File: config.mk
export PLATFORM = sky130hd
export DESIGN_NAME = bir_front
export DESIGN_NICKNAME = d
export VERILOG_FILES = /design/src/sv/bir_pkg.sv /design/src/sv/bir_front.sv
export SDC_FILE = /design/constraint.sdc
export NUM_CORES = 1
export LEC_CHECK = 0
export CELL_PAD_IN_SITES_DETAIL_PLACEMENT = 1
export CELL_PAD_IN_SITES_GLOBAL_PLACEMENT = 1
export CORE_MARGIN = 5
export CORE_UTILIZATION = 58
export DETAILED_ROUTE_END_ITERATION = 7
export DONT_BUFFER_PORTS = 1
export PLACE_DENSITY_LB_ADDON = 0.1
export SLEW_MARGIN = 5
export SYNTH_ARGS = -nofsm -noshare
export SYNTH_HDL_FRONTEND = slang
export SYNTH_SLANG_ARGS = --single-unit
File: constraint.sdc
create_clock -name clk -period 3.7 [get_ports clk]
set_input_delay 0.37 -clock clk [delete_from_list [all_inputs] [get_ports clk]]
set_output_delay 0.37 -clock clk [all_outputs]
set_load 0.1 [all_outputs]
File: src/sv/bir_pkg.sv
`timescale 1ns / 1ps
`default_nettype none
// ----------------------------------------------------------------------------
// bir_pkg - shared definitions of the bilinear resampler
// Field widths, item codes, register indexes and the records passed
// between the front and back parts.
// ----------------------------------------------------------------------------
package bir_pkg;

	localparam int MAX_SRC_DIM   = 256;
	localparam int MAX_DST_DIM   = 1024;
	localparam int FRAC_BITS_DEF = 16;
	localparam int SRC_AW        = $clog2(MAX_SRC_DIM);
	localparam int COORD_W       = 10;
	localparam int PIX_W         = 8;
	localparam int IN_DIM_W      = 9;
	localparam int OUT_DIM_W     = 11;
	localparam int CFG_IDX_W     = 2;
	localparam int RST_IN_DIM    = 256;
	localparam int RST_OUT_DIM   = 256;

	typedef enum logic [0:0] {
		FUNC_WRITE  = 1'b0,
		FUNC_SAMPLE = 1'b1
	} func_t;

	localparam logic [CFG_IDX_W-1:0] REG_IN_WIDTH   = 2'd0;
	localparam logic [CFG_IDX_W-1:0] REG_IN_HEIGHT  = 2'd1;
	localparam logic [CFG_IDX_W-1:0] REG_OUT_WIDTH  = 2'd2;
	localparam logic [CFG_IDX_W-1:0] REG_OUT_HEIGHT = 2'd3;

	// last valid source index and last valid output coordinate per axis
	typedef struct packed {
		logic [SRC_AW-1:0]  ix_max;
		logic [SRC_AW-1:0]  iy_max;
		logic [COORD_W-1:0] ox_max;
		logic [COORD_W-1:0] oy_max;
	} lim_t;

	typedef struct packed {
		func_t              func;
		logic [COORD_W-1:0] col;
		logic [COORD_W-1:0] row;
		logic [COORD_W-1:0] cx;
		logic [COORD_W-1:0] cy;
		logic [PIX_W-1:0]   pix;
	} ent_t;

	// source dimension saturated to [1, MAX_SRC_DIM], minus one
	function automatic logic [SRC_AW-1:0] src_last(input logic [IN_DIM_W-1:0] v);
		logic [IN_DIM_W-1:0] r;
		if (v == '0) begin
			r = '0;
		end else if (v > IN_DIM_W'(MAX_SRC_DIM)) begin
			r = IN_DIM_W'(MAX_SRC_DIM - 1);
		end else begin
			r = v - 1'b1;
		end
		return r[SRC_AW-1:0];
	endfunction

	// output dimension saturated to [1, MAX_DST_DIM], minus one
	function automatic logic [COORD_W-1:0] dst_last(input logic [OUT_DIM_W-1:0] v);
		logic [OUT_DIM_W-1:0] r;
		if (v == '0) begin
			r = '0;
		end else if (v > OUT_DIM_W'(MAX_DST_DIM)) begin
			r = OUT_DIM_W'(MAX_DST_DIM - 1);
		end else begin
			r = v - 1'b1;
		end
		return r[COORD_W-1:0];
	endfunction

endpackage
`default_nettype wire

File: src/sv/bir_front.sv
`timescale 1ns / 1ps
`default_nettype none
// ----------------------------------------------------------------------------
// bir_front - input side
// Takes items, saturates sample coordinates and queues them for the back.
// ----------------------------------------------------------------------------
module bir_front import bir_pkg::*; (
	input  wire logic               clk,
	input  wire logic               arst_n,
	input  wire logic               push,
	output logic                    full,
	input  wire logic               func,
	input  wire logic [COORD_W-1:0] col,
	input  wire logic [COORD_W-1:0] row,
	input  wire logic [PIX_W-1:0]   pixel_in,
	input  wire logic               hold,
	input  wire lim_t               lim,
	input  wire logic               issue,
	output logic                    q_valid,
	output ent_t                    head
);

	localparam int QD = 4;
	localparam int QA = $clog2(QD);

	ent_t              ent_q [QD];
	logic [QA-1:0]     wptr_q;
	logic [QA-1:0]     rptr_q;
	logic [QA:0]       cnt_q;
	ent_t              ent_in;
	logic              acc;

	assign full = hold || (cnt_q == (QA+1)'(QD));
	assign acc  = push && !full;

	always_comb begin
		ent_in.func = func_t'(func);
		ent_in.col  = col;
		ent_in.row  = row;
		ent_in.cx   = (col > lim.ox_max) ? lim.ox_max : col;
		ent_in.cy   = (row > lim.oy_max) ? lim.oy_max : row;
		ent_in.pix  = pixel_in;
	end

	always_ff @(posedge clk or negedge arst_n) begin
		if (!arst_n) begin
			wptr_q <= '0;
			rptr_q <= '0;
			cnt_q  <= '0;
		end else begin
			if (acc) begin
				wptr_q <= wptr_q + 1'b1;
			end
			if (issue) begin
				rptr_q <= rptr_q + 1'b1;
			end
			cnt_q <= cnt_q + (QA+1)'(acc) - (QA+1)'(issue);
		end
	end

	always_ff @(posedge clk) begin
		if (acc) begin
			ent_q[wptr_q] <= ent_in;
		end
	end

	assign q_valid = cnt_q != '0;
	assign head    = ent_q[rptr_q];

endmodule
`default_nettype wire

# Word level (Yosys, flattened, before mapping)
# Memories as Yosys holds them, arrays and structs flattened.
# Cells that the tools add are included.
# classes
n_eq_ne,1
muxes,4
n_lt_le_gt_ge,2
add_sub_neg,4
reduce_logical,4
# ops
cell,count
$gt 10x10->1,2
$mux 10,2
$add 2x1->2 const B,2
$add 3x1->3,1
$eq 3x3->1 const B,1
$reduce_bool 3->1,1
$sub 3x1->3,1
$mux 1,2
$logic_and 1x1->1,1
$logic_not 1->1,1
$logic_or 1x1->1,1
# totals
register_bits,7
input_bits,70
ram_bits,196
memories,1
output_inout_bits,51
# memory_table
memory,depth,width,read_ports,rd_ports_with_merged_regs,write_ports,line_no,rtl
ent_q,4,49,1,0,1,bir_front.sv:26,ent_t ent_q [QD];

# Longest topological paths before layout
# Gate-level depths: netlist of the first run.
# logic_depth
word_depth,6
mapped_depth,11
ltp_nobuf,11

# Worst setup path after synthesis of the first run
# OpenSTA, ideal clock, no wires.
# synth_path
kind,reg-to-reg
from,register cnt_q[1]
to,memory ent_q[0][0] (netlist bit) (enable)
path_buffers,0
t_required_ns,3.288
stages_incl_launch_ff,4
period_less_slack_ns,2.381
path_slack_ns,1.319
arrival_time_ns,1.969
path_cell_list,dfrtp_1 > nor2_1 > a21oi_1 > and3_1
# synth_between
elab_chain_cells,6
# synth_lines
element,line_no,rtl
from (decl),bir_front.sv:29,logic [QA:0] cnt_q;
from (signal assigned),bir_front.sv:57,cnt_q <= cnt_q + (QA+1)'(acc) - (QA+1)'(issue);
$eq 3x3->1,bir_front.sv:33,assign full = hold || (cnt_q == (QA+1)'(QD));
$logic_or 1x1->1,bir_front.sv:33,
$logic_not 1->1,bir_front.sv:34,assign acc = push && !full;
$logic_and 1x1->1,bir_front.sv:34,
$mux 1,bir_front.sv:62,if (acc) begin
$mux 1 (implied by the code),bir_front.sv:63,ent_q[wptr_q] <= ent_in;
to (decl),bir_front.sv:26,
# Every way passes these cells.

==> flow_summary.json, run 1 <==
{
  "tightestPinTransition_ns": 0.9083,
  "holdBufCountCts": 31,
  "reg2reg_slack_ns": 1.18,
  "ys_seq_area_share_pct": 69.89,
  "required_ns": 3.33,
  "netlist_area_sq_mm": 0.008672,
  "initial_utilization_pct": 59.44,
  "grt.total_usage_pct": 22.24,
  "synthesis.nets": 556,
  "drive_gt1_share_pct": 23.95,
  "setup_viol": 0,
  "period_share_pct": 74.97,
  "synth-seq-cells": 203,
  "die_w_um": 132.3,
  "rsz0062_at_grt": "no",
  "clock.fmax_mhz": 360.5,
  "layout.nets": 604,
  "setup_tns_ns": 0,
  "crit_start": "rptr_q[0]$_DFFE_PN0P_",
  "coreArea_sq_mm": 0.01459,
  "die_h_um": 132.3,
  "vias": 4587,
  "netlist_instances": 459,
  "clock_sinks": 203,
  "rows": 44,
  "path_delay_family": "multiplexers",
  "period_minus_slack_ns": 2.774,
  "dp_hpwl_mm": 12.95,
  "yosysUniqueCellTypes": 30,
  "routedWlPerCell_um": 27.20,
  "dr.first_iter.drc_count": 325,
  "h-tree-depth": 1,
  "clock_latency_ns": 0.50,
  "maxSlewViolCount": 0,
  "cp-start-kind": "flop",
  "antennaDiodeCount": 0,
  "hp-class": "input pin to flop",
  "antenna_found_initial": 0,
  "grt_pass1_vias": 4874,
  "drt_first_pass_iters": 4,
  "path_cells": "buf_4, mux4_2",
  "overflow": 0,
  "crit_end": "head[20]",
  "cp_num_buf_inv": 1,
  "synth_top_area_share_pct": 67.87,
  "worstReg2RegStart": "cnt_q[1]$_DFF_PN0_",
  "slew-limit-headroom_pct": 39.57,
  "port_buffers": 0,
  "yosysWarnings": 0,
  "synth_top_area_cell": "edfxtp_1",
  "worstSetupEndpointType": "primary output",
  "gp_congestion": 0.7981,
  "worst-path-max-fanout": 26,
  "area_growth_pct": 14.24,
  "wirelength_mm": 19.20,
  "status": "completed",
  "grt_first_pass_wirelength_mm": 29.90,
  "dieArea_sq_mm": 0.01750,
  "r2r_cells": 11,
  "cts_tree": "built",
  "drc_errors": 0,
  "cts_setup_buffers": 0,
  "post_cts_resized": 0,
  "crit_type": "flop to primary output",
  "cts.clk_slew.worst_paths_ns": 0.06,
  "antenna_left": 0,
  "cpMaxStageDelayCell": "mux4_2",
  "clock_path_buffers": 3,
  "synth_area_leaders": "edfxtp_1 (68%), mux4_2 (13%), ha_1 (3.8%)",
  "root_buffer": "clkbuf_16",
  "r2r-end": "cnt_q[2]$_DFF_PN0_",
  "cap_violations": 0,
  "critPathMaxStageDelay_ns": 0.81,
  "timing_hold_violations_final": 0,
  "timing.hold.ws_ns": 0.03470,
  "syn_avg_cell_area_sq_um": 18.89,
  "critPathArrivalTime_ns": 2.40,
  "grt_max_degree": 27,
  "ioPinCount": 121,
  "clock_skew_ns": 0.01110,
  "cts_made_buffers": 21,
  "via_per_inst": 6.497,
  "crit_cells": 2
}
-- cells in the mapped netlist --
| master | count |
|---|---|
| nand3_1 | 20 |
| a21oi_1 | 7 |
| dfrtp_1 | 7 |
| o211a_1 | 4 |
| buf_6 | 2 |
| edfxtp_1 | 196 |
| mux2_2 | 1 |
| mux4_2 | 49 |
| or3_1 | 1 |
| and2_1 | 1 |
| and3_1 | 6 |
| o21ai_1 | 3 |
| and4_1 | 6 |
| dlymetal6s4s_1 | 1 |
| o21ai_0 | 17 |
| ha_1 | 26 |
| o211ai_1 | 2 |
| inv_1 | 29 |
| xnor2_1 | 4 |
| xor2_1 | 1 |
| nand4_1 | 24 |
| nand2_1 | 5 |
| a2bb2oi_1 | 2 |
| o211ai_2 | 22 |
| clkbuf_1 | 8 |
| nor2b_1 | 2 |
| buf_4 | 3 |
| fa_1 | 1 |
| nor2_1 | 1 |
| buf_2 | 8 |
-- metal layers --
layer / wire length, um / up-vias / GRT usage [%]
li1: - / 1999 / -
met1: 7868 / 2411 / 30.97
met2: 9623 / 153 / 36.61
met3: 1324 / 24 / 5.000
met4: 387 / 0 / 4.921
met5: 0 / - / 0
-- kinds of logic after synthesis --
group,Yosys count,synth area share (%)
flops,203,69.89
simple gates,66,4.473
compound gates,57,5.569
buf+inv,51,2.727
mux,50,12.86
fa+ha+maj,27,3.982
xor+xnor,5,0.5050
-- worst min-delay path by stage --
| stage | startpoint | endpoint | depth (start not counted) |
|---|---|---|---|
| floorplan | arst_n | cnt_q[0]$_DFF_PN0_ | 0 |
| CTS | issue | rptr_q[1]$_DFFE_PN0P_ | 2 |
| detailed placement | arst_n | cnt_q[1]$_DFF_PN0_ | 0 |
| global placement | arst_n | cnt_q[1]$_DFF_PN0_ | 0 |
| global route | issue | rptr_q[1]$_DFFE_PN0P_ | 2 |
| finish | issue | rptr_q[1]$_DFFE_PN0P_ | 2 |
-- cell usage in the layout, fill, tap and decap left out, types with 2 or more instances in the layout --
cell,count
edfxtp_1,196
mux4_2,49
dlygate4sd3_1,31
inv_1,29
ha_1,26
nand4_1,24
o211ai_2,22
clkbuf_16,21
nand3_1,20
o21ai_0,17
buf_4,15
a21oi_1,7
and4_1,6
nand2_1,5
dfrtp_1,5
xnor2_1,4
o211a_1,4
and3_2,4
clkinv_1,4
o21ai_1,3
clkinv_2,3
clkbuf_1,3
a2bb2oi_1,2
nor2b_1,2
o211ai_1,2
and3_1,2
clkbuf_8,2
bufinv_16,2
-- sequential cells by signal (all words and copies together), names as in the netlist --
signal  cells
wptr_q      2
ent_q     196
cnt_q       3
rptr_q      2
-- cell type report --
type / instances / area, sq um
clock buffers: 26 / 564.3
clock inverters: 12 / 115.1
fillers: 1201 / 4682
inverters: 29 / 108.9
multi-input cells: 205 / 2380
flip-flops and latches: 203 / 6066
well taps: 184 / 230.2
repair buffers: 47 / 442.9
-- through the flow --
| step | utilization (%) | area [sq um] | setup slack (ns) | std cells |
|---|---|---|---|---|
| after floorplan | - | 8672 | 1.319 | 459 |
| after global placement | 61.12 | 8917 | 1.213 | 637 |
| after detailed placement | 61.12 | 8917 | 1.096 | 637 |
| after CTS | 67.91 | 9907 | 0.8544 | 706 |
| after global routing | 67.91 | 9907 | 0.7842 | 706 |
| final | 67.91 | 9907 | 0.9259 | 706 |
Power of run 1 is not shown: default switching activity piles up to over one toggle a cycle in this logic, so the estimate is an artifact.
==> inputs of run 2 (changes only) <==
Settings changed: ABC_AREA set to 1, CORE_UTILIZATION 58 to 46.
Clock period 3.7 ns to 2.3 ns, I/O delays scaled along.
==> run 2 against run 1 <==
  * Non-clock buffer count is 58 higher
  * Clock-buffer cell count increased by 4
  * Largest cell class unchanged
  * Critical endpoint is now head[34]
  * Critical path depth up 3
  * Synthesized cell count up 48%
  * Die area grew 22%
==> flow_summary.json, run 2 <==
{
  "gp_congestion": 0.7427,
  "grt_max_degree": 50,
  "area_growth_pct": 32.09,
  "cap_violations": 0,
  "layout_common_cells": "edfxtp_1 (196), nor2_1 (101), o21ai_0 (85)",
  "hp-class": "input pin to flop",
  "clock_skew_ns": 0.01065,
  "coreArea_sq_mm": 0.01815,
  "cts_tree": "built",
  "rsz0062_at_grt": "yes",
  "drc_errors": 0,
  "synthesis.nets": 777,
  "ys_async_sr_fraction_pct": 3.448,
  "rows": 49,
  "placed_cells": 944,
  "largest_reg_flops": 196,
  "period_minus_slack_ns": 2.252,
  "synth_ff_type": "edfxtp_1",
  "cp-start-kind": "flop",
  "h-tree-depth": 1,
  "yosysWarnings": 0,
  "dieArea_sq_mm": 0.02140,
  "drt_first_pass_iters": 5,
  "antennaDiodeCount": 0,
  "yosysUniqueCellTypes": 28,
  "largest_register": "ent_q",
  "crit_type": "flop to primary output",
  "post-route-util_pct": 62.20,
  "timing_hold_violations_final": 0,
  "worstSetupEndpointType": "primary output",
  "die_w_um": 146.3,
  "overflow": 0,
  "synth-seq-cells": 203,
  "ioPinCount": 121,
  "die_h_um": 146.3,
  "clock.fmax_mhz": 444.0,
  "synth_edf_count": 196,
  "tightestPinTransition_ns": 0.4343,
  "clock_sinks": 203,
  "ys_seq_area_share_pct": 70.92,
  "port_buffers": 0,
  "setup_tns_ns": 0,
  "required_ns": 2.07,
  "slew-limit-headroom_pct": 71.04,
  "dr.first_iter.drc_count": 345,
  "via_per_inst": 5.716,
  "root_buffer": "clkbuf_16",
  "antenna_left": 0,
  "synth_common_cells": "edfxtp_1 (196), nor2_1 (105), o21ai_0 (85)",
  "setup_viol": 0,
  "period_share_pct": 97.92,
  "netlist_area_sq_mm": 0.008546,
  "netlist_instances": 680,
  "status": "completed",
  "cts.clk_slew.worst_paths_ns": 0.06,
  "critPathArrivalTime_ns": 2.02,
  "drive_gt1_share_pct": 21.39,
  "vias": 5825,
  "synth_area_leaders": "edfxtp_1 (69%), o21ai_0 (5.0%), nor2_1 (4.6%)",
  "synth_top_area_cell": "edfxtp_1",
  "clock_latency_ns": 0.50,
  "final_common_cell": "edfxtp_1",
  "grt_first_pass_wirelength_mm": 36.14,
  "maxSlewViolCount": 0,
  "worst-path-max-fanout": 30,
  "antenna_found_initial": 0,
  "syn_avg_cell_area_sq_um": 12.57,
  "synth_top_area_share_pct": 68.87,
  "clock_path_buffers": 3,
  "initial_utilization_pct": 47.09,
  "layout.nets": 872,
  "wirelength_mm": 23.31,
  "cts_made_buffers": 23,
  "dp_hpwl_mm": 14.20,
  "final_cells": 1019,
  "reg_top3": "ent_q: 196 flops, cnt_q: 3 flops",
  "routedWlPerCell_um": 22.87,
  "grt_pass1_vias": 6385,
  "grt.total_usage_pct": 21.62,
  "synthMostInstantiatedCell": "edfxtp_1"
}
-- run 2: worst paths after layout --
check                                 startpoint                endpoint  slack, ns  depth (start not counted)
max                        rptr_q[0]$_DFFE_PN0P_                head[34]       0.05                          5
min                                       row[7]  ent_q[0][15]$_DFFE_PP_      0.007                          2
max reg2reg                   cnt_q[1]$_DFF_PN0_      cnt_q[2]$_DFF_PN0_       0.17                         10
min reg2reg                   cnt_q[0]$_DFF_PN0_      cnt_q[0]$_DFF_PN0_       0.53                          1
max in group asynchronous                 arst_n   rptr_q[0]$_DFFE_PN0P_       1.94                          1
min in group asynchronous                 arst_n   wptr_q[0]$_DFFE_PN0P_       0.07                          1
-- run 2: routing by layer --
layer / GRT usage, % / wire length [um] / share of wire (%)
met5: 0 / 0 / 0
met3: 5.020 / 1359 / 5.8
met4: 5.503 / 439 / 1.9
met1: 26.56 / 9292 / 40
met2: 38.62 / 12210 / 52
-- run 2: final cells by class --
type,instances,area [sq um]
fill,1741,6859
sequential,203,6065
multi-input combinational,394,2425
timing repair buffer,105,1583
clock buffer,30,601.8
tap,229,286.5
inverter,48,182.7
clock inverter,10,145.1
-- run 2: cell families (layout without fill, tap and decap cells) --
kind of cell | count (synthesis) | in the layout | synth area share, %
and+or+nand+nor | 210 | 210 | 10.18
buffers and inverters | 83 | 193 | 4.642
DFF | 203 | 203 | 70.92
adders and majority gates | 27 | 27 | 4.041
xor gates and xnor gates | 5 | 5 | 0.5124
AOI/OAI and AO/OA | 152 | 152 | 9.707
-- run 2: stage by stage --
step                instance area (sq um)  worst slack (ns)  hold slack, ns
detailed placement                  10140            0.2197        -0.06519
global route                        11290          -0.04239        0.007484
global placement                    10140            0.3779        -0.06522
finish                              11290           0.04778        0.006866
floorplan                            8882            0.2225        -0.06559
CTS                                 11270           0.03090       0.0006788
-- run 2: worst max-delay path, cell delays in order, from the launching register on --
cell       delay (ns)
dfrtp_4          0.53
inv_4            0.13
bufbuf_16        0.35
o21ai_0          0.13
o22ai_2          0.17
buf_12           0.20
-- run 2: repair_timing --
item	in CTS	in global routing
endpoints found under the hold margin	137	3
resized for setup	6	1
gates cloned	1	0
hold buffers	31	1
pin swaps	1	0
endpoints found under the setup margin	49	13
setup buffers	2	0
Power of run 2 is left out for the same reason.
==> inputs of run 3 (changes only) <==
Settings changed: ABC_AREA 1 to not set, CORE_ASPECT_RATIO set to 2, CORE_UTILIZATION 46 to 49.
==> run 3 against run 2 <==
  * Via count down 23%
  * Flip-flop and latch count stayed put
  * Clock-buffer cell count fell by 11
  * Critical path depth fell by 3
  * Setup slack improved by 0.032 ns
  * Hold slack better by 0.024 ns
  * Die area shrank 3.7%
  * Core utilization shrank 4.2 points
  * Largest cell class unchanged
==> flow_summary.json, run 3 (synthesized netlist as in run 1, its figures left out) <==
{
  "status": "completed",
  "layout_common_cells": "edfxtp_1 (196), mux4_2 (49), dlygate4sd3_1 (32)",
  "cp_num_buf_inv": 1,
  "worstSetupEndpointType": "primary output",
  "port_buffers": 0,
  "dp_hpwl_mm": 12.49,
  "initial_utilization_pct": 49.24,
  "gp_congestion": 0.8908,
  "grt.total_usage_pct": 17.72,
  "timing.hold.ws_ns": 0.03077,
  "drive_gt1_share_pct": 27.81,
  "worst-path-max-fanout": 22,
  "cts_tree": "built",
  "tightestPinTransition_ns": 0.9061,
  "ir_drop_mv": 0.9309,
  "routedWlPerCell_um": 23.95,
  "clock_skew_ns": 0.009498,
  "clock_latency_ns": 0.47,
  "hp-class": "input pin to flop",
  "coreArea_sq_mm": 0.01761,
  "slew-limit-headroom_pct": 39.72,
  "final_common_cell": "edfxtp_1",
  "antenna_found_initial": 0,
  "grt_pass1_vias": 4978,
  "vias": 4479,
  "dpl_cell_area_sq_mm": 0.009231,
  "dr.first_iter.drc_count": 156,
  "path_cells": "buf_12, mux4_2",
  "drc_errors": 0,
  "largest_reg_flops": 196,
  "fillers": 1575,
  "wirelength_mm": 18.11,
  "final_cells": 756,
  "clock_sinks": 203,
  "ioPinCount": 121,
  "maxSlewViolCount": 0,
  "via_per_inst": 5.925,
  "layout.nets": 628,
  "dieArea_sq_mm": 0.02062,
  "die_h_um": 198.1,
  "reg_top3": "ent_q: 196 flops, cnt_q: 3 flops",
  "rows": 69,
  "critPathArrivalTime_ns": 1.99,
  "antenna_left": 0,
  "setup_viol": 0,
  "period_share_pct": 96.52,
  "clock.fmax_mhz": 450.5,
  "clock_path_buffers": 3,
  "setup_slack_ns": 0.08004,
  "h-tree-depth": 1,
  "overflow": 0,
  "antennaDiodeCount": 0,
  "die_w_um": 104.1,
  "placed_cells": 688,
  "crit_type": "flop to primary output",
  "area_growth_pct": 17.72,
  "critPathMaxStageDelay_ns": 0.82,
  "period_minus_slack_ns": 2.220,
  "p_leak_nw": 3.540,
  "setup_tns_ns": 0,
  "largest_register": "ent_q",
  "grt_max_degree": 32,
  "grt_first_pass_wirelength_mm": 28.63,
  "powerDensity_mw_per_mm2": 1445,
  "cpMaxStageDelayCell": "mux4_2",
  "drt_first_pass_iters": 4,
  "cts_made_buffers": 19,
  "cp-start-kind": "flop",
  "cts.clk_slew.worst_paths_ns": 0.07,
  "required_ns": 2.07,
  "root_buffer": "clkbuf_16",
  "path_delay_family": "multiplexers",
  "stdcell_area_sq_mm": 0.01021,
  "timing_hold_violations_final": 0,
  "dpl_worst_slack_ns": -0.01588,
  "cap_violations": 0
}
==> run 3: layout make-up <==
class	count	area [sq um]	area share, %
tap	213	266.5	2.611
inverter	29	108.9	1.066
multi-input combinational	205	2386	23.37
clock inverter	14	152.6	1.495
timing repair buffer	73	753.2	7.378
clock buffer	19	475.5	4.657
sequential	203	6066	59.42
==> run 3: final timing paths <==
check / depth (start not counted) / slack, ns / start / to
min: 2 / 0.03 / row[3] / ent_q[1][11]$_DFFE_PP_
min reg2reg: 1 / 0.53 / cnt_q[0]$_DFF_PN0_ / cnt_q[0]$_DFF_PN0_
min in group asynchronous: 1 / 0.10 / arst_n / cnt_q[0]$_DFF_PN0_
max: 2 / 0.08 / rptr_q[0]$_DFFE_PN0P_ / head[38]
max reg2reg: 11 / 0.20 / cnt_q[0]$_DFF_PN0_ / cnt_q[2]$_DFF_PN0_
max in group asynchronous: 1 / 1.91 / arst_n / rptr_q[0]$_DFFE_PN0P_
==> run 3: power breakdown <==
part | total [mW] | internal (mW) | switching [mW]
clock network | 3.14 | 1.86 | 1.28
registers | 4.73 | 4.59 | 0.137
logic | 6.88 | 1.56 | 5.32
==> run 3: metal layers <==
layer  up-vias  global-route usage (%)  routed length (um)  part of all wire (%)
met1      2305                   21.86                7039                    39
met2       115                   31.25                9687                    53
met4         0                   5.427                 395                   2.2
li1       2033                       -                   -                     -
met3        26                   3.850                 987                   5.5
met5         -                       0                   0                     0
==> run 3: worst register-to-register path, stage by stage (launching register included) <==
cell and delay [ns]:
dfrtp_1 0.37, nor2_1 0.06, a21oi_2 0.15, and2_4 0.18
inv_1 0.04, ha_1 0.26, inv_1 0.06, ha_1 0.14
inv_1 0.05, fa_1 0.37, xnor2_1 0.18, xnor2_1 0.16
==> run 3: repair_timing <==
item	in CTS	in global routing
pin swaps	0	1
buffers inserted	3	0
endpoints found under the setup margin	42	1
hold buffers	31	1
endpoints found under the hold margin	125	1
resized for setup	0	2
==> run 3: per-stage QoR <==
| step | util, % | power (mW) |
|---|---|---|
| 6_report | 57.96 | 14.75 |
| 5_1_grt | 57.96 | 15.33 |
| 4_1_cts | 57.87 | 14.96 |
| 3_5_place_dp | 52.42 | 11.66 |
| 3_3_place_gp | 52.42 | 11.56 |
| 2_1_floorplan | - | 10.69 |
No activity file was read; power rests on OpenSTA's default activity.
