<file path="src/sv/bir_pkg.sv">
`timescale 1ns / 1ps
`default_nettype none
// ----------------------------------------------------------------------------
// bir_pkg - shared definitions of the bilinear resampler
// Field widths, item codes, register indexes and the records passed
// between the front and back parts.
// ----------------------------------------------------------------------------
package bir_pkg;

	localparam int MAX_SRC_DIM   = 256;
	localparam int MAX_DST_DIM   = 1024;
	localparam int FRAC_BITS_DEF = 16;
	localparam int SRC_AW        = $clog2(MAX_SRC_DIM);
	localparam int COORD_W       = 10;
	localparam int PIX_W         = 8;
	localparam int IN_DIM_W      = 9;
	localparam int OUT_DIM_W     = 11;
	localparam int CFG_IDX_W     = 2;
	localparam int RST_IN_DIM    = 256;
	localparam int RST_OUT_DIM   = 256;

	typedef enum logic [0:0] {
		FUNC_WRITE  = 1'b0,
		FUNC_SAMPLE = 1'b1
	} func_t;

	localparam logic [CFG_IDX_W-1:0] REG_IN_WIDTH   = 2'd0;
	localparam logic [CFG_IDX_W-1:0] REG_IN_HEIGHT  = 2'd1;
	localparam logic [CFG_IDX_W-1:0] REG_OUT_WIDTH  = 2'd2;
	localparam logic [CFG_IDX_W-1:0] REG_OUT_HEIGHT = 2'd3;

	// last valid source index and last valid output coordinate per axis
	typedef struct packed {
		logic [SRC_AW-1:0]  ix_max;
		logic [SRC_AW-1:0]  iy_max;
		logic [COORD_W-1:0] ox_max;
		logic [COORD_W-1:0] oy_max;
	} lim_t;

	typedef struct packed {
		func_t              func;
		logic [COORD_W-1:0] col;
		logic [COORD_W-1:0] row;
		logic [COORD_W-1:0] cx;
		logic [COORD_W-1:0] cy;
		logic [PIX_W-1:0]   pix;
	} ent_t;

	// source dimension saturated to [1, MAX_SRC_DIM], minus one
	function automatic logic [SRC_AW-1:0] src_last(input logic [IN_DIM_W-1:0] v);
		logic [IN_DIM_W-1:0] r;
		if (v == '0) begin
			r = '0;
		end else if (v > IN_DIM_W'(MAX_SRC_DIM)) begin
			r = IN_DIM_W'(MAX_SRC_DIM - 1);
		end else begin
			r = v - 1'b1;
		end
		return r[SRC_AW-1:0];
	endfunction

	// output dimension saturated to [1, MAX_DST_DIM], minus one
	function automatic logic [COORD_W-1:0] dst_last(input logic [OUT_DIM_W-1:0] v);
		logic [OUT_DIM_W-1:0] r;
		if (v == '0) begin
			r = '0;
		end else if (v > OUT_DIM_W'(MAX_DST_DIM)) begin
			r = OUT_DIM_W'(MAX_DST_DIM - 1);
		end else begin
			r = v - 1'b1;
		end
		return r[COORD_W-1:0];
	endfunction

endpackage
`default_nettype wire

</file>
<file path="src/sv/bir_div.sv">
`timescale 1ns / 1ps
`default_nettype none
// ----------------------------------------------------------------------------
// bir_div - step divider
// Restoring divider, one quotient bit per cycle: (last << FRAC) / denom.
// ----------------------------------------------------------------------------
module bir_div import bir_pkg::*; #(
	parameter int FRAC_BITS = FRAC_BITS_DEF,
	parameter int Q_W       = SRC_AW + FRAC_BITS,
	parameter logic [Q_W-1:0] RST_Q = '0
) (
	input  wire logic               clk,
	input  wire logic               arst_n,
	input  wire logic               start,
	input  wire logic [SRC_AW-1:0]  numer,
	input  wire logic [COORD_W-1:0] denom,
	output logic [Q_W-1:0]          quot,
	output logic                    busy
);

	localparam int CNT_W = $clog2(Q_W + 1);

	logic [COORD_W-1:0] den_q;
	logic [COORD_W-1:0] rem_q;
	logic [Q_W-1:0]     work_q;
	logic [Q_W-1:0]     res_q;
	logic [CNT_W-1:0]   cnt_q;
	logic               run_q;

	logic [COORD_W:0]   part;
	logic               ge;
	logic [COORD_W:0]   diff;

	assign part = {rem_q, work_q[Q_W-1]};
	assign ge   = part >= {1'b0, den_q};
	assign diff = part - {1'b0, den_q};

	always_ff @(posedge clk or negedge arst_n) begin
		if (!arst_n) begin
			run_q <= 1'b0;
			cnt_q <= '0;
			res_q <= RST_Q;
		end else if (start) begin
			run_q <= 1'b1;
			cnt_q <= CNT_W'(Q_W);
		end else if (run_q) begin
			cnt_q <= cnt_q - 1'b1;
			if (cnt_q == CNT_W'(1)) begin
				run_q <= 1'b0;
				// a single output pixel pins the step to zero
				res_q <= (den_q == '0) ? '0 : {work_q[Q_W-2:0], ge};
			end
		end
	end

	always_ff @(posedge clk) begin
		if (start) begin
			den_q  <= denom;
			rem_q  <= '0;
			work_q <= {numer, {FRAC_BITS{1'b0}}};
		end else if (run_q) begin
			rem_q  <= ge ? diff[COORD_W-1:0] : part[COORD_W-1:0];
			work_q <= {work_q[Q_W-2:0], ge};
		end
	end

	assign quot = res_q;
	assign busy = run_q;

endmodule
`default_nettype wire

</file>
<file path="config.mk">
export PLATFORM = sky130hd
export DESIGN_NAME = bir_div
export DESIGN_NICKNAME = d
export VERILOG_FILES = /design/src/sv/bir_pkg.sv /design/src/sv/bir_div.sv
export SDC_FILE = /design/constraint.sdc
export NUM_CORES = 1
export LEC_CHECK = 0
export ABC_AREA = 1
export BUFFER_PORTS_ARGS = -buffer_cell sky130_fd_sc_hd__buf_2
export CELL_PAD_IN_SITES_DETAIL_PLACEMENT = 0
export CELL_PAD_IN_SITES_GLOBAL_PLACEMENT = 1
export CORE_ASPECT_RATIO = 0.6
export CORE_UTILIZATION = 46
export CTS_CLUSTER_DIAMETER = 80
export DETAILED_ROUTE_END_ITERATION = 8
export PLACE_DENSITY = 0.8
export SLEW_MARGIN = 5
export SYNTH_ARGS = -nofsm -noshare
export SYNTH_HDL_FRONTEND = slang
export SYNTH_SLANG_ARGS = --single-unit
</file>
<file path="constraint.sdc">
create_clock -name clk -period 5 [get_ports clk]
set_input_delay 1.5 -clock clk [delete_from_list [all_inputs] [get_ports clk]]
set_output_delay 1.5 -clock clk [all_outputs]
set_load 0.01 [all_outputs]
</file>
# After elaboration in Yosys (flattened, before gate mapping)
# Index checks and enable logic that the tools add are counted.
classes:
  bitwise_logic: 1
  order_cmp: 1
  shifts: 0
  n_mux: 9
  n_div: 0
  reduce_logical: 3
  mul: 0
  n_eq_ne: 1
  n_addsub: 2
ops:
  columns: ["operator", "count"]
  rows:
  - ["$mux 24", 3]
  - ["$ge 11x10->1", 1]
  - ["$logic_not 10->1", 1]
  - ["$mux 10", 1]
  - ["$mux 5", 2]
  - ["$sub 10x10->10", 1]
  - ["$eq 5x1->1 const B", 1]
  - ["$sub 5x1->5 const B", 1]
  - ["$mux 1", 3]
  - ["$reduce_and 3->1", 1]
  - ["$reduce_bool 2->1", 1]
  - ["$not 1->1", 1]
totals:
  latchBits: 0
  ff_bits: 74
  mem_bits_rw: 0
  out_inout_bits: 25
  rom_bits: 0
  n_memories: 0
  elab_cells: 24

# Depth between registers and ports, before layout
# Gate-level depths: netlist of run 1.
depth:
  ltp_word: 4
  depth_mapped: 13

# Worst setup path before layout of run 1
# No wires, ideal clock.
synth_path:
  path_kind: "input-to-reg"
  from: "in start"
  to: "reg work_q[16] (enable)"
  arrival_time_ns: 2.138
  required_ns: 4.624
  path_buffers: 1
  cell_stages: 3
  setup_ns: 0.376
  setup_slack_ns: 2.486
  cell_sequence: "nor2_1 > clkinv_1 > clkbuf_1"
synth_between:
  elab_chain_len: 1
synth_lines:
  columns: ["item", "line_no", "rtl"]
  rows:
  - ["start: declaration", "bir_div.sv:14", "input wire logic start,"]
  - ["$reduce_bool 2->1 (no source line)", null, null]
  - ["end signal: assignment", "bir_div.sv:60", "work_q <= {numer, {FRAC_BITS{1'b0}}};"]
  - ["end signal: assignment", "bir_div.sv:63", "work_q <= {work_q[Q_W-2:0], ge};"]
  - ["end: declaration", "bir_div.sv:25", "logic [Q_W-1:0] work_q;"]
# Every way passes these cells.
# A chain may end at the register's enable or synchronous reset.

# Final worst setup path of run 1
layout_path:
  from: "in start"
  to: "reg res_q[1], in the netlist quot[1]"
layout_between:
  elab_chain_len: 2
layout_lines:
  columns: ["item", "line_no", "rtl"]
  rows:
  - ["$not 1->1 (no source line)", null, null]
  - ["$reduce_and 3->1 (no source line)", null, null]
  - ["end signal: assignment", "bir_div.sv:51", "res_q <= (den_q == '0) ? '0 : {work_q[Q_W-2:0], ge};"]
  - ["end: declaration", "bir_div.sv:26", "logic [Q_W-1:0] res_q;"]
# Every way passes these cells.

==> qor.txt, run 1 <==
vias in the first global route -> 2,398
Netlist cell types -> 29
end-of-flow core utilization -> 0.5727
Clock Skew -> 0.006378 ns
Setup violations, final -> 0
crit path launch type -> input port
Min Clock Period, post-route -> 2.785 ns
Routed WL per cell -> 14.07 um
FP Rows -> 23
Reg area -> 0.001812 mm^2
Post-Synthesis Net Count -> 424
Max Freq -> 0.3590 GHz
number of synthesized flops with an enable pin -> 18
grt ovf -> 0
die area -> 0.007666 mm^2
CTS buffer count -> 9
total power -> 1.793 mW
Final period util -> 0.5570
CP Capture Type -> flip-flop
hold violation count in the final report -> 0
setup TNS -> 0 ns
Die Ht -> 68.22 um
ys async rst share -> 0.4054
drt total wl -> 7441 um
post-route ant nets -> 0
most used cell, CP -> inv_1
crit-path cells -> buf_2 -> inv_1 -> nand4_1 -> nor2_1 -> inv_1 -> nand2_1 -> o21ai_0
hold buffers post-CTS -> 0
Mapped Area -> 0.003362 mm^2
DIE WIDTH -> 112.4 um
Seq cells post-synth -> 74
critical-path maximum fanout -> 24
top_reg_cell synth -> dfrtp_1
DR vias -> 2,604
CTS resizes -> 0
Peak VDD IR -> 0.2434 mV
port bufs -> 45
Area Overhead vs Synth -> 17.16%
placed cell count -> 513
max-slew violation count -> 0
most frequent cells in the layout -> 113 x nand2_1, 61 x inv_1, 45 x buf_2, 36 x o21ai_0, 30 x dfrtp_1
Slew @ Worst Pin -> 0.7811 ns
Setup WS pre-CTS -> 1.856 ns
Root Driver -> clkbuf_16
post-CTS setup buffers -> 0
max-cap viol count -> 0
core region area -> 0.006878 mm^2
final instance area -> 0.003939 mm^2
Clock Path Buffers -> 2
final worst setup slack -> 2.215 ns
gpl congestion -> 0.8027
multi-input logic area -> 0.001251 mm^2
placed cell area -> 0.003652 mm^2
Hold Path Class -> reg -> reg
CTS tree -> yes
DRC violations left -> 0
GRT Total Usage -> 0.2182
Via density -> 4.922
drt initial violations -> 166
CP Buf/Inv Count -> 3
dpl hpwl -> 5386 um
Worst EP arrival -> 3.01 ns
outcome -> finished, final reports clean
CP max stage cell -> inv_1
YS warnings -> 0
fillers -> 645
Mapped Cells -> 390
share of layout cells above drive strength 1 -> 0.1516
synth top area cells -> dfrtp_1 22%, edfxtp_1 16%, dfxtp_1 15%
final net count -> 471
Hold WS -> 0.4779 ns
num ports -> 46
largest net degree at the start of global routing -> 31
post-synthesis sequential area ratio -> 0.5389
TritonCTS Sinks -> 74
Static Leak -> 1.975 nW
Avg Cell Area, Syn -> 8.620 um^2
Clock H-tree levels -> 3
slew margin rel. -> 0.4787
CTS clock-pin slew for the worst setup and hold paths -> 0.06 ns
clk_lat worst skew -> 0.33 ns
unrepaired setup endpoints after global routing -> no
CP Data Required Time -> 5.23 ns
largest area contributor in the netlist -> dfrtp_1
largest stage delay on the critical path -> 0.57 ns
Setup CP Type -> in -> reg
first-pass GRT wire length -> 12,290 um
Pwr Density -> 455.1 mW/mm^2
area share of the largest cell type after synthesis -> 0.2233
initial antenna violation count -> 0
crit-path leading delay family -> buffers and inverters
initial core utilization -> 0.4888
Non-Filler Instances -> 529
total iterations of the first detailed-routing run -> 5
commonest non-fill, non-tap cell in the layout -> nand2_1
diodes inserted -> 0
-- cell usage after synthesis, types with 2 or more instances --
cell type  count
nand3b_1      12
ha_1          12
buf_2          2
o21ai_0       36
nand3_1       18
edfxtp_1      18
dfrtp_1       30
dfxtp_1       26
inv_1         61
nand2_1      113
xnor2_1        2
nor4_1         3
nand4_1        2
nand2_4        2
o22ai_1       16
nor2_1        11
clkbuf_1       8
a21oi_1        7
-- layer usage --
| metal | track usage | vias to the layer above | part of all wire |
|---|---|---|---|
| li1 | - | 1353 | - |
| met1 | 0.3410 | 1191 | 0.56 |
| met2 | 0.2857 | 56 | 0.38 |
| met3 | 0.05934 | 4 | 0.057 |
| met4 | 0.06167 | 0 | 0.0051 |
| met5 | 0 | - | 0 |
-- cell type report --
cell class	count	area share
clock buffers	10	0.05813
clock inverters	6	0.01461
inverters	62	0.05909
multi-input cells	242	0.3177
flip-flops and latches	74	0.4600
well taps	87	0.02764
repair buffers	48	0.06290
-- cells by family after synthesis --
family	Yosys count	share of synthesized area
flip-flops	74	0.5389
AND/OR/NAND/NOR	166	0.2177
adder cells (fa/ha/maj)	13	0.05061
buffers and inverters	74	0.08894
XOR/XNOR	3	0.007817
AO/OA/AOI/OAI	60	0.09602
-- worst reg2reg max path: stages, from the launching register on --
cell and delay (ns):
edfxtp_1 0.36, inv_1 0.09, ha_1 0.37, nand2_1 0.13, nor2_1 0.14, nand3_1 0.14
nand2_1 0.16, nand2_4 0.13, nand2_4 0.18, nand3_1 0.10, nand2_1 0.07, nand2_1 0.04
-- flip-flops by register name, indices dropped and copies added, names as in the netlist --
signal	flops
work_q	24
rem_q	10
quot	24
cnt_q	5
busy	1
den_q	10
-- power breakdown --
| group | internal (mW) | switching [mW] | leakage (nW) | total, mW |
|---|---|---|---|---|
| clock network | 0.382 | 0.236 | 0.142 | 0.618 |
| logic | 0.174 | 0.278 | 1.03 | 0.453 |
| registers | 0.679 | 0.0429 | 0.800 | 0.722 |
-- path summary, 6_finish.rpt --
path,start,to,slack [ns],cells after the start
min in group asynchronous,arst_n,quot[11]$_DFFE_PN0P_,1.21,1
max in group asynchronous,arst_n,quot[6]$_DFFE_PN0P_,3.34,1
setup reg to reg,den_q[6]$_DFFE_PP_,rem_q[9]$_SDFFE_PP0P_,2.99,11
hold / removal,quot[5]$_DFFE_PN0P_,quot[5]$_DFFE_PN0P_,0.48,2
setup / recovery,start,quot[1]$_DFFE_PN0P_,2.21,7
hold reg to reg,quot[5]$_DFFE_PN0P_,quot[5]$_DFFE_PN0P_,0.48,2
No activity file was read; power rests on OpenSTA's default activity.
==> inputs of run 2 (changes only) <==
--- a/config.mk
+++ b/config.mk
@@ -5,15 +5,15 @@
 export SDC_FILE = /design/constraint.sdc
 export NUM_CORES = 1
 export LEC_CHECK = 0
-export ABC_AREA = 1
+export ABC_AREA = 0
 export BUFFER_PORTS_ARGS = -buffer_cell sky130_fd_sc_hd__buf_2
 export CELL_PAD_IN_SITES_DETAIL_PLACEMENT = 0
 export CELL_PAD_IN_SITES_GLOBAL_PLACEMENT = 1
 export CORE_ASPECT_RATIO = 0.6
-export CORE_UTILIZATION = 46
+export CORE_UTILIZATION = 45
 export CTS_CLUSTER_DIAMETER = 80
 export DETAILED_ROUTE_END_ITERATION = 8
-export PLACE_DENSITY = 0.8
+export PLACE_DENSITY = 0.74
 export SLEW_MARGIN = 5
 export SYNTH_ARGS = -nofsm -noshare
 export SYNTH_HDL_FRONTEND = slang
==> constraint.sdc (replaced) <==
create_clock -name clk -period 2.8 [get_ports clk]
set_input_delay 0.84 -clock clk [delete_from_list [all_inputs] [get_ports clk]]
set_output_delay 0.84 -clock clk [all_outputs]
set_load 0.01 [all_outputs]
==> qor.txt, run 2 <==
outcome -> finished, final reports clean
post-route ant nets -> 0
total iterations of the first detailed-routing run -> 4
drt total wl -> 7432 um
crit path launch type -> flip-flop
Routed WL per cell -> 17.45 um
first-pass GRT wire length -> 11,750 um
critical-path maximum fanout -> 7
vias in the first global route -> 2,102
Clock H-tree levels -> 3
ys async rst share -> 0.4054
setup TNS -> 0 ns
Root Driver -> clkbuf_16
Slew @ Worst Pin -> 0.6984 ns
YS warnings -> 0
Avg Cell Area, Syn -> 11.57 um^2
drt initial violations -> 189
area share of the largest cell type after synthesis -> 0.2252
most frequent cells in the layout -> 45 x buf_2, 33 x nor2_1, 29 x dfrtp_1, 26 x dfxtp_1, 20 x a22o_2
Min Clock Period, post-route -> 2.484 ns
fillers -> 590
CTS tree -> yes
most frequent cells after synthesis -> 33 x nor2_1, 30 x dfrtp_1, 26 x dfxtp_1
CP Capture Type -> flip-flop
commonest non-fill, non-tap cell in the layout -> buf_2
core region area -> 0.006907 mm^2
port bufs -> 45
max-cap viol count -> 0
placed cell count -> 410
Hold Path Class -> reg -> reg
Setup violations, final -> 0
gpl congestion -> 0.8988
synth top area cells -> dfrtp_1 23%, edfxtp_1 16%, dfxtp_1 16%
final instance area -> 0.003956 mm^2
Clock Skew -> 0.004854 ns
Via density -> 5.359
share of layout cells above drive strength 1 -> 0.2655
clk_lat worst skew -> 0.33 ns
placed cell area -> 0.003646 mm^2
largest net degree at the start of global routing -> 50
post-synthesis sequential area ratio -> 0.5435
CTS resizes -> 0
Area Overhead vs Synth -> 18.69%
number of synthesized flops with an enable pin -> 18
initial core utilization -> 0.4826
Setup CP Type -> reg -> reg
unrepaired setup endpoints after global routing -> no
TritonCTS Sinks -> 74
hold violation count in the final report -> 0
most numerous cell in the Yosys netlist -> nor2_1
DR vias -> 2,283
DIE WIDTH -> 113.1 um
Peak VDD IR -> 0.3195 mV
FP Rows -> 23
initial antenna violation count -> 0
dpl hpwl -> 5243 um
slew margin rel. -> 0.5301
GRT Total Usage -> 0.2110
max-slew violation count -> 0
Mapped Cells -> 288
Final period util -> 0.8873
Static Leak -> 1.947 nW
Mapped Area -> 0.003333 mm^2
Clock Path Buffers -> 2
post-CTS setup buffers -> 0
grt ovf -> 0
CTS clock-pin slew for the worst setup and hold paths -> 0.05 ns
num ports -> 46
Pwr Density -> 827.2 mW/mm^2
Worst EP arrival -> 2.73 ns
diodes inserted -> 0
hold buffers post-CTS -> 0
die area -> 0.007767 mm^2
CP Data Required Time -> 3.05 ns
top_reg_cell synth -> dfrtp_1
Non-Filler Instances -> 426
Netlist cell types -> 49
Die Ht -> 68.67 um
largest area contributor in the netlist -> dfrtp_1
DRC violations left -> 0
Post-Synthesis Net Count -> 322
Max Freq -> 0.4025 GHz
CTS buffer count -> 9
Seq cells post-synth -> 74
final net count -> 368
==> run 2: cell count changes after synthesis, moves of 4 or more <==
| cell | delta |
|---|---|
| inv_1 | -45 |
| a22o_2 | +20 |
| o21ai_0 | -30 |
| a211oi_1 | +9 |
| nor2_1 | +22 |
| xor2_1 | +4 |
| nand3_1 | -16 |
| xnor2_1 | +4 |
| a22o_1 | +8 |
| mux2i_1 | +19 |
| nand3b_1 | -12 |
| nand2_1 | -98 |
| o22ai_1 | -14 |
| a21o_1 | +5 |
==> run 2: final timing paths <==
path	from	endpoint	slack (ns)	cells after the start
worst max-delay path	den_q[3]$_DFFE_PP_	rem_q[0]$_SDFFE_PP0P_	0.32	9
worst min-delay path	quot[0]$_DFFE_PN0P_	quot[0]$_DFFE_PN0P_	0.49	2
worst max register to register	den_q[3]$_DFFE_PP_	rem_q[0]$_SDFFE_PP0P_	0.32	9
worst min register to register	quot[0]$_DFFE_PN0P_	quot[0]$_DFFE_PN0P_	0.49	2
max in group asynchronous	arst_n	busy$_DFF_PN0_	1.76	1
min in group asynchronous	arst_n	quot[23]$_DFFE_PN0P_	0.55	1
==> run 2: worst max-delay path, cell delays in order, from the launching register on <==
cell       delay (ns)
edfxtp_1         0.38
inv_1            0.06
ha_1             0.36
nand3_1          0.15
o21bai_1         0.20
a2111oi_1        0.47
nor3b_2          0.11
buf_4            0.19
mux2_2           0.28
a211oi_2         0.20
==> run 2: cells by family after synthesis <==
kind of cell	synth area share
flip-flops	0.5435
AO/OA/AOI/OAI	0.1746
multiplexers	0.06043
AND/OR/NAND/NOR	0.09722
buffers and inverters	0.04429
XOR/XNOR	0.02890
adder cells (fa/ha/maj)	0.05105
==> run 2: final cells by class <==
class                      instances  area [um^2]  area share
sequential                        74         1813      0.4583
multi-input combinational        181         1374      0.3472
timing repair buffer              52        290.3     0.07337
clock buffer                      14        275.3     0.06958
tap                               87        108.9     0.02751
inverter                          16        60.06     0.01518
clock inverter                     2        35.03    0.008855
==> run 2: layer usage <==
metal	global-route usage	wire, um	up-vias
li1	-	-	1144
met1	0.3258	4092	1062
met2	0.2523	2695	69
met3	0.08829	576	8
met4	0.06414	68	0
met5	0	0	-
==> run 2: where the power goes <==
group	leakage, nW	switching [mW]	internal (mW)	total (mW)
combinational	0.996	0.418	0.362	0.780
clock	0.152	0.408	0.767	1.18
sequential	0.799	0.0980	1.22	1.32
total	1.95	0.925	2.35	3.27
==> run 2: per-stage QoR <==
step / power (mW) / hold WS (ns) / util / setup slack, ns
floorplan: 1.880 / 0.4687 / - / 0.6511
global placement: 2.102 / 0.4703 / 0.5279 / 0.3735
detailed placement: 2.098 / 0.4745 / 0.5279 / 0.3203
CTS: 3.286 / 0.4869 / 0.5728 / 0.3263
global route: 3.447 / 0.5100 / 0.5728 / 0.1678
finish: 3.273 / 0.4879 / 0.5728 / 0.3155
==> inputs of run 3 (changes only) <==
==> constraint.sdc (replaced) <==
create_clock -name clk -period 2.8 [get_ports clk]
set_input_delay 0.28 -clock clk [delete_from_list [all_inputs] [get_ports clk]]
set_output_delay 0.28 -clock clk [all_outputs]
set_load 0.01 [all_outputs]
==> qor.txt, run 3 (synthesized netlist as in run 2, its figures left out) <==
drt initial violations -> 178
clk_lat worst skew -> 0.34 ns
Peak VDD IR -> 0.3187 mV
crit path launch type -> flip-flop
max-cap viol count -> 0
first-pass GRT wire length -> 12,070 um
final instance area -> 0.004011 mm^2
total power -> 3.362 mW
gpl congestion -> 0.9228
Slew @ Worst Pin -> 0.7495 ns
TritonCTS Sinks -> 74
CTS tree -> yes
Min Clock Period, post-route -> 2.653 ns
DRC violations left -> 0
Hold WS -> -0.01157 ns
Max Freq -> 0.3769 GHz
final worst setup slack -> 0.1470 ns
unrepaired setup endpoints after global routing -> no
Worst EP arrival -> 2.91 ns
share of layout cells above drive strength 1 -> 0.2812
Area Overhead vs Synth -> 20.35%
Root Driver -> clkbuf_16
initial core utilization -> 0.4826
commonest non-fill, non-tap cell in the layout -> buf_2
Static Leak -> 1.987 nW
num ports -> 46
slew margin rel. -> 0.4957
hold buffers post-CTS -> 0
Setup CP Type -> reg -> reg
Setup violations, final -> 0
dpl hpwl -> 5381 um
CTS clock-pin slew for the worst setup and hold paths -> 0.06 ns
CP Capture Type -> flip-flop
DR vias -> 2,377
largest net degree at the start of global routing -> 33
hold violation count in the final report -> 13
diodes inserted -> 0
port bufs -> 45
FP Rows -> 23
Die Ht -> 68.67 um
critical-path maximum fanout -> 12
Pwr Density -> 838.0 mW/mm^2
vias in the first global route -> 2,207
die area -> 0.007767 mm^2
Clock H-tree levels -> 3
outcome -> finished with violations
Routed WL per cell -> 17.67 um
most frequent cells in the layout -> 45 x buf_2, 33 x nor2_1, 29 x dfrtp_1, 26 x dfxtp_1, 20 x a22o_2
CTS buffer count -> 9
max-slew violation count -> 0
end-of-flow core utilization -> 0.5808
core region area -> 0.006907 mm^2
grt ovf -> 0
drt total wl -> 7633 um
Via density -> 5.502
Hold Path Class -> in -> async
placed cell area -> 0.003671 mm^2
total iterations of the first detailed-routing run -> 4
Final period util -> 0.9475
DIE WIDTH -> 113.1 um
Clock Skew -> 0.006113 ns
CP Data Required Time -> 3.06 ns
failing checks -> negative hold slack
initial antenna violation count -> 0
GRT Total Usage -> 0.2180
final net count -> 375
Setup WS pre-CTS -> -0.04365 ns
post-route ant nets -> 0
Clock Path Buffers -> 2
==> run 3: through the flow <==
stage | cells | setup TNS [ns] | hold slack [ns]
after global routing | 432 | 0 | 0.03439
after detailed placement | 415 | -0.04365 | 0.3706
after global placement | 415 | 0 | 0.3655
after floorplan | 288 | 0 | -0.01559
after CTS | 430 | 0 | 0.008550
final | 432 | 0 | -0.01157
==> run 3: repair_timing <==
item                                    4_1_cts  5_1_grt
endpoints found under the setup margin        1        1
resized for setup                             1        0
pin swaps                                     0        1
setup buffers                                 0        2
==> run 3: area by class of cell <==
type	count	area, um^2
clock buffers	13	271.5
well taps	87	108.9
clock inverters	2	35.03
inverters	16	60.06
flip-flops and latches	74	1813
repair buffers	59	342.8
multi-input cells	181	1380
fillers	614	2895
==> run 3: worst max-delay path, cell delays in order (launching register included) <==
cell and delay (ns):
edfxtp_1 0.37, inv_1 0.06, ha_1 0.38, nand3_1 0.15
o21bai_1 0.19, a2111oi_1 0.65, nor3b_4 0.13, buf_12 0.18
a311o_1 0.34, a21oi_1 0.13
==> run 3: power breakdown <==
group | total (mW) | internal, mW | leakage, nW | switching, mW
logic | 0.873 | 0.423 | 1.04 | 0.450
clock network | 1.18 | 0.762 | 0.151 | 0.419
registers | 1.31 | 1.22 | 0.799 | 0.0886
total | 3.36 | 2.40 | 1.99 | 0.958
==> run 3: worst paths after layout <==
path / start / endpoint / slack [ns] / cells past startpoint
worst max-delay path: den_q[2]$_DFFE_PP_ / rem_q[8]$_SDFFE_PP0P_ / 0.15 / 9
worst min-delay path: arst_n / quot[4]$_DFFE_PN0P_ / -0.01 / 1
worst max register to register: den_q[2]$_DFFE_PP_ / rem_q[8]$_SDFFE_PP0P_ / 0.15 / 9
worst min register to register: quot[0]$_DFFE_PN0P_ / quot[0]$_DFFE_PN0P_ / 0.48 / 2
max in group asynchronous: arst_n / busy$_DFF_PN0_ / 2.31 / 1
min in group clk: denom[5] / den_q[5]$_DFFE_PP_ / 0.12 / 1
==> run 3: metal layers <==
metal / track usage / up-vias / wire length [um]
met2: 0.2807 / 55 / 2917
li1: - / 1150 / -
met4: 0.05428 / 0 / 65
met3: 0.09528 / 5 / 534
met1: 0.3237 / 1167 / 4116
met5: 0 / - / 0
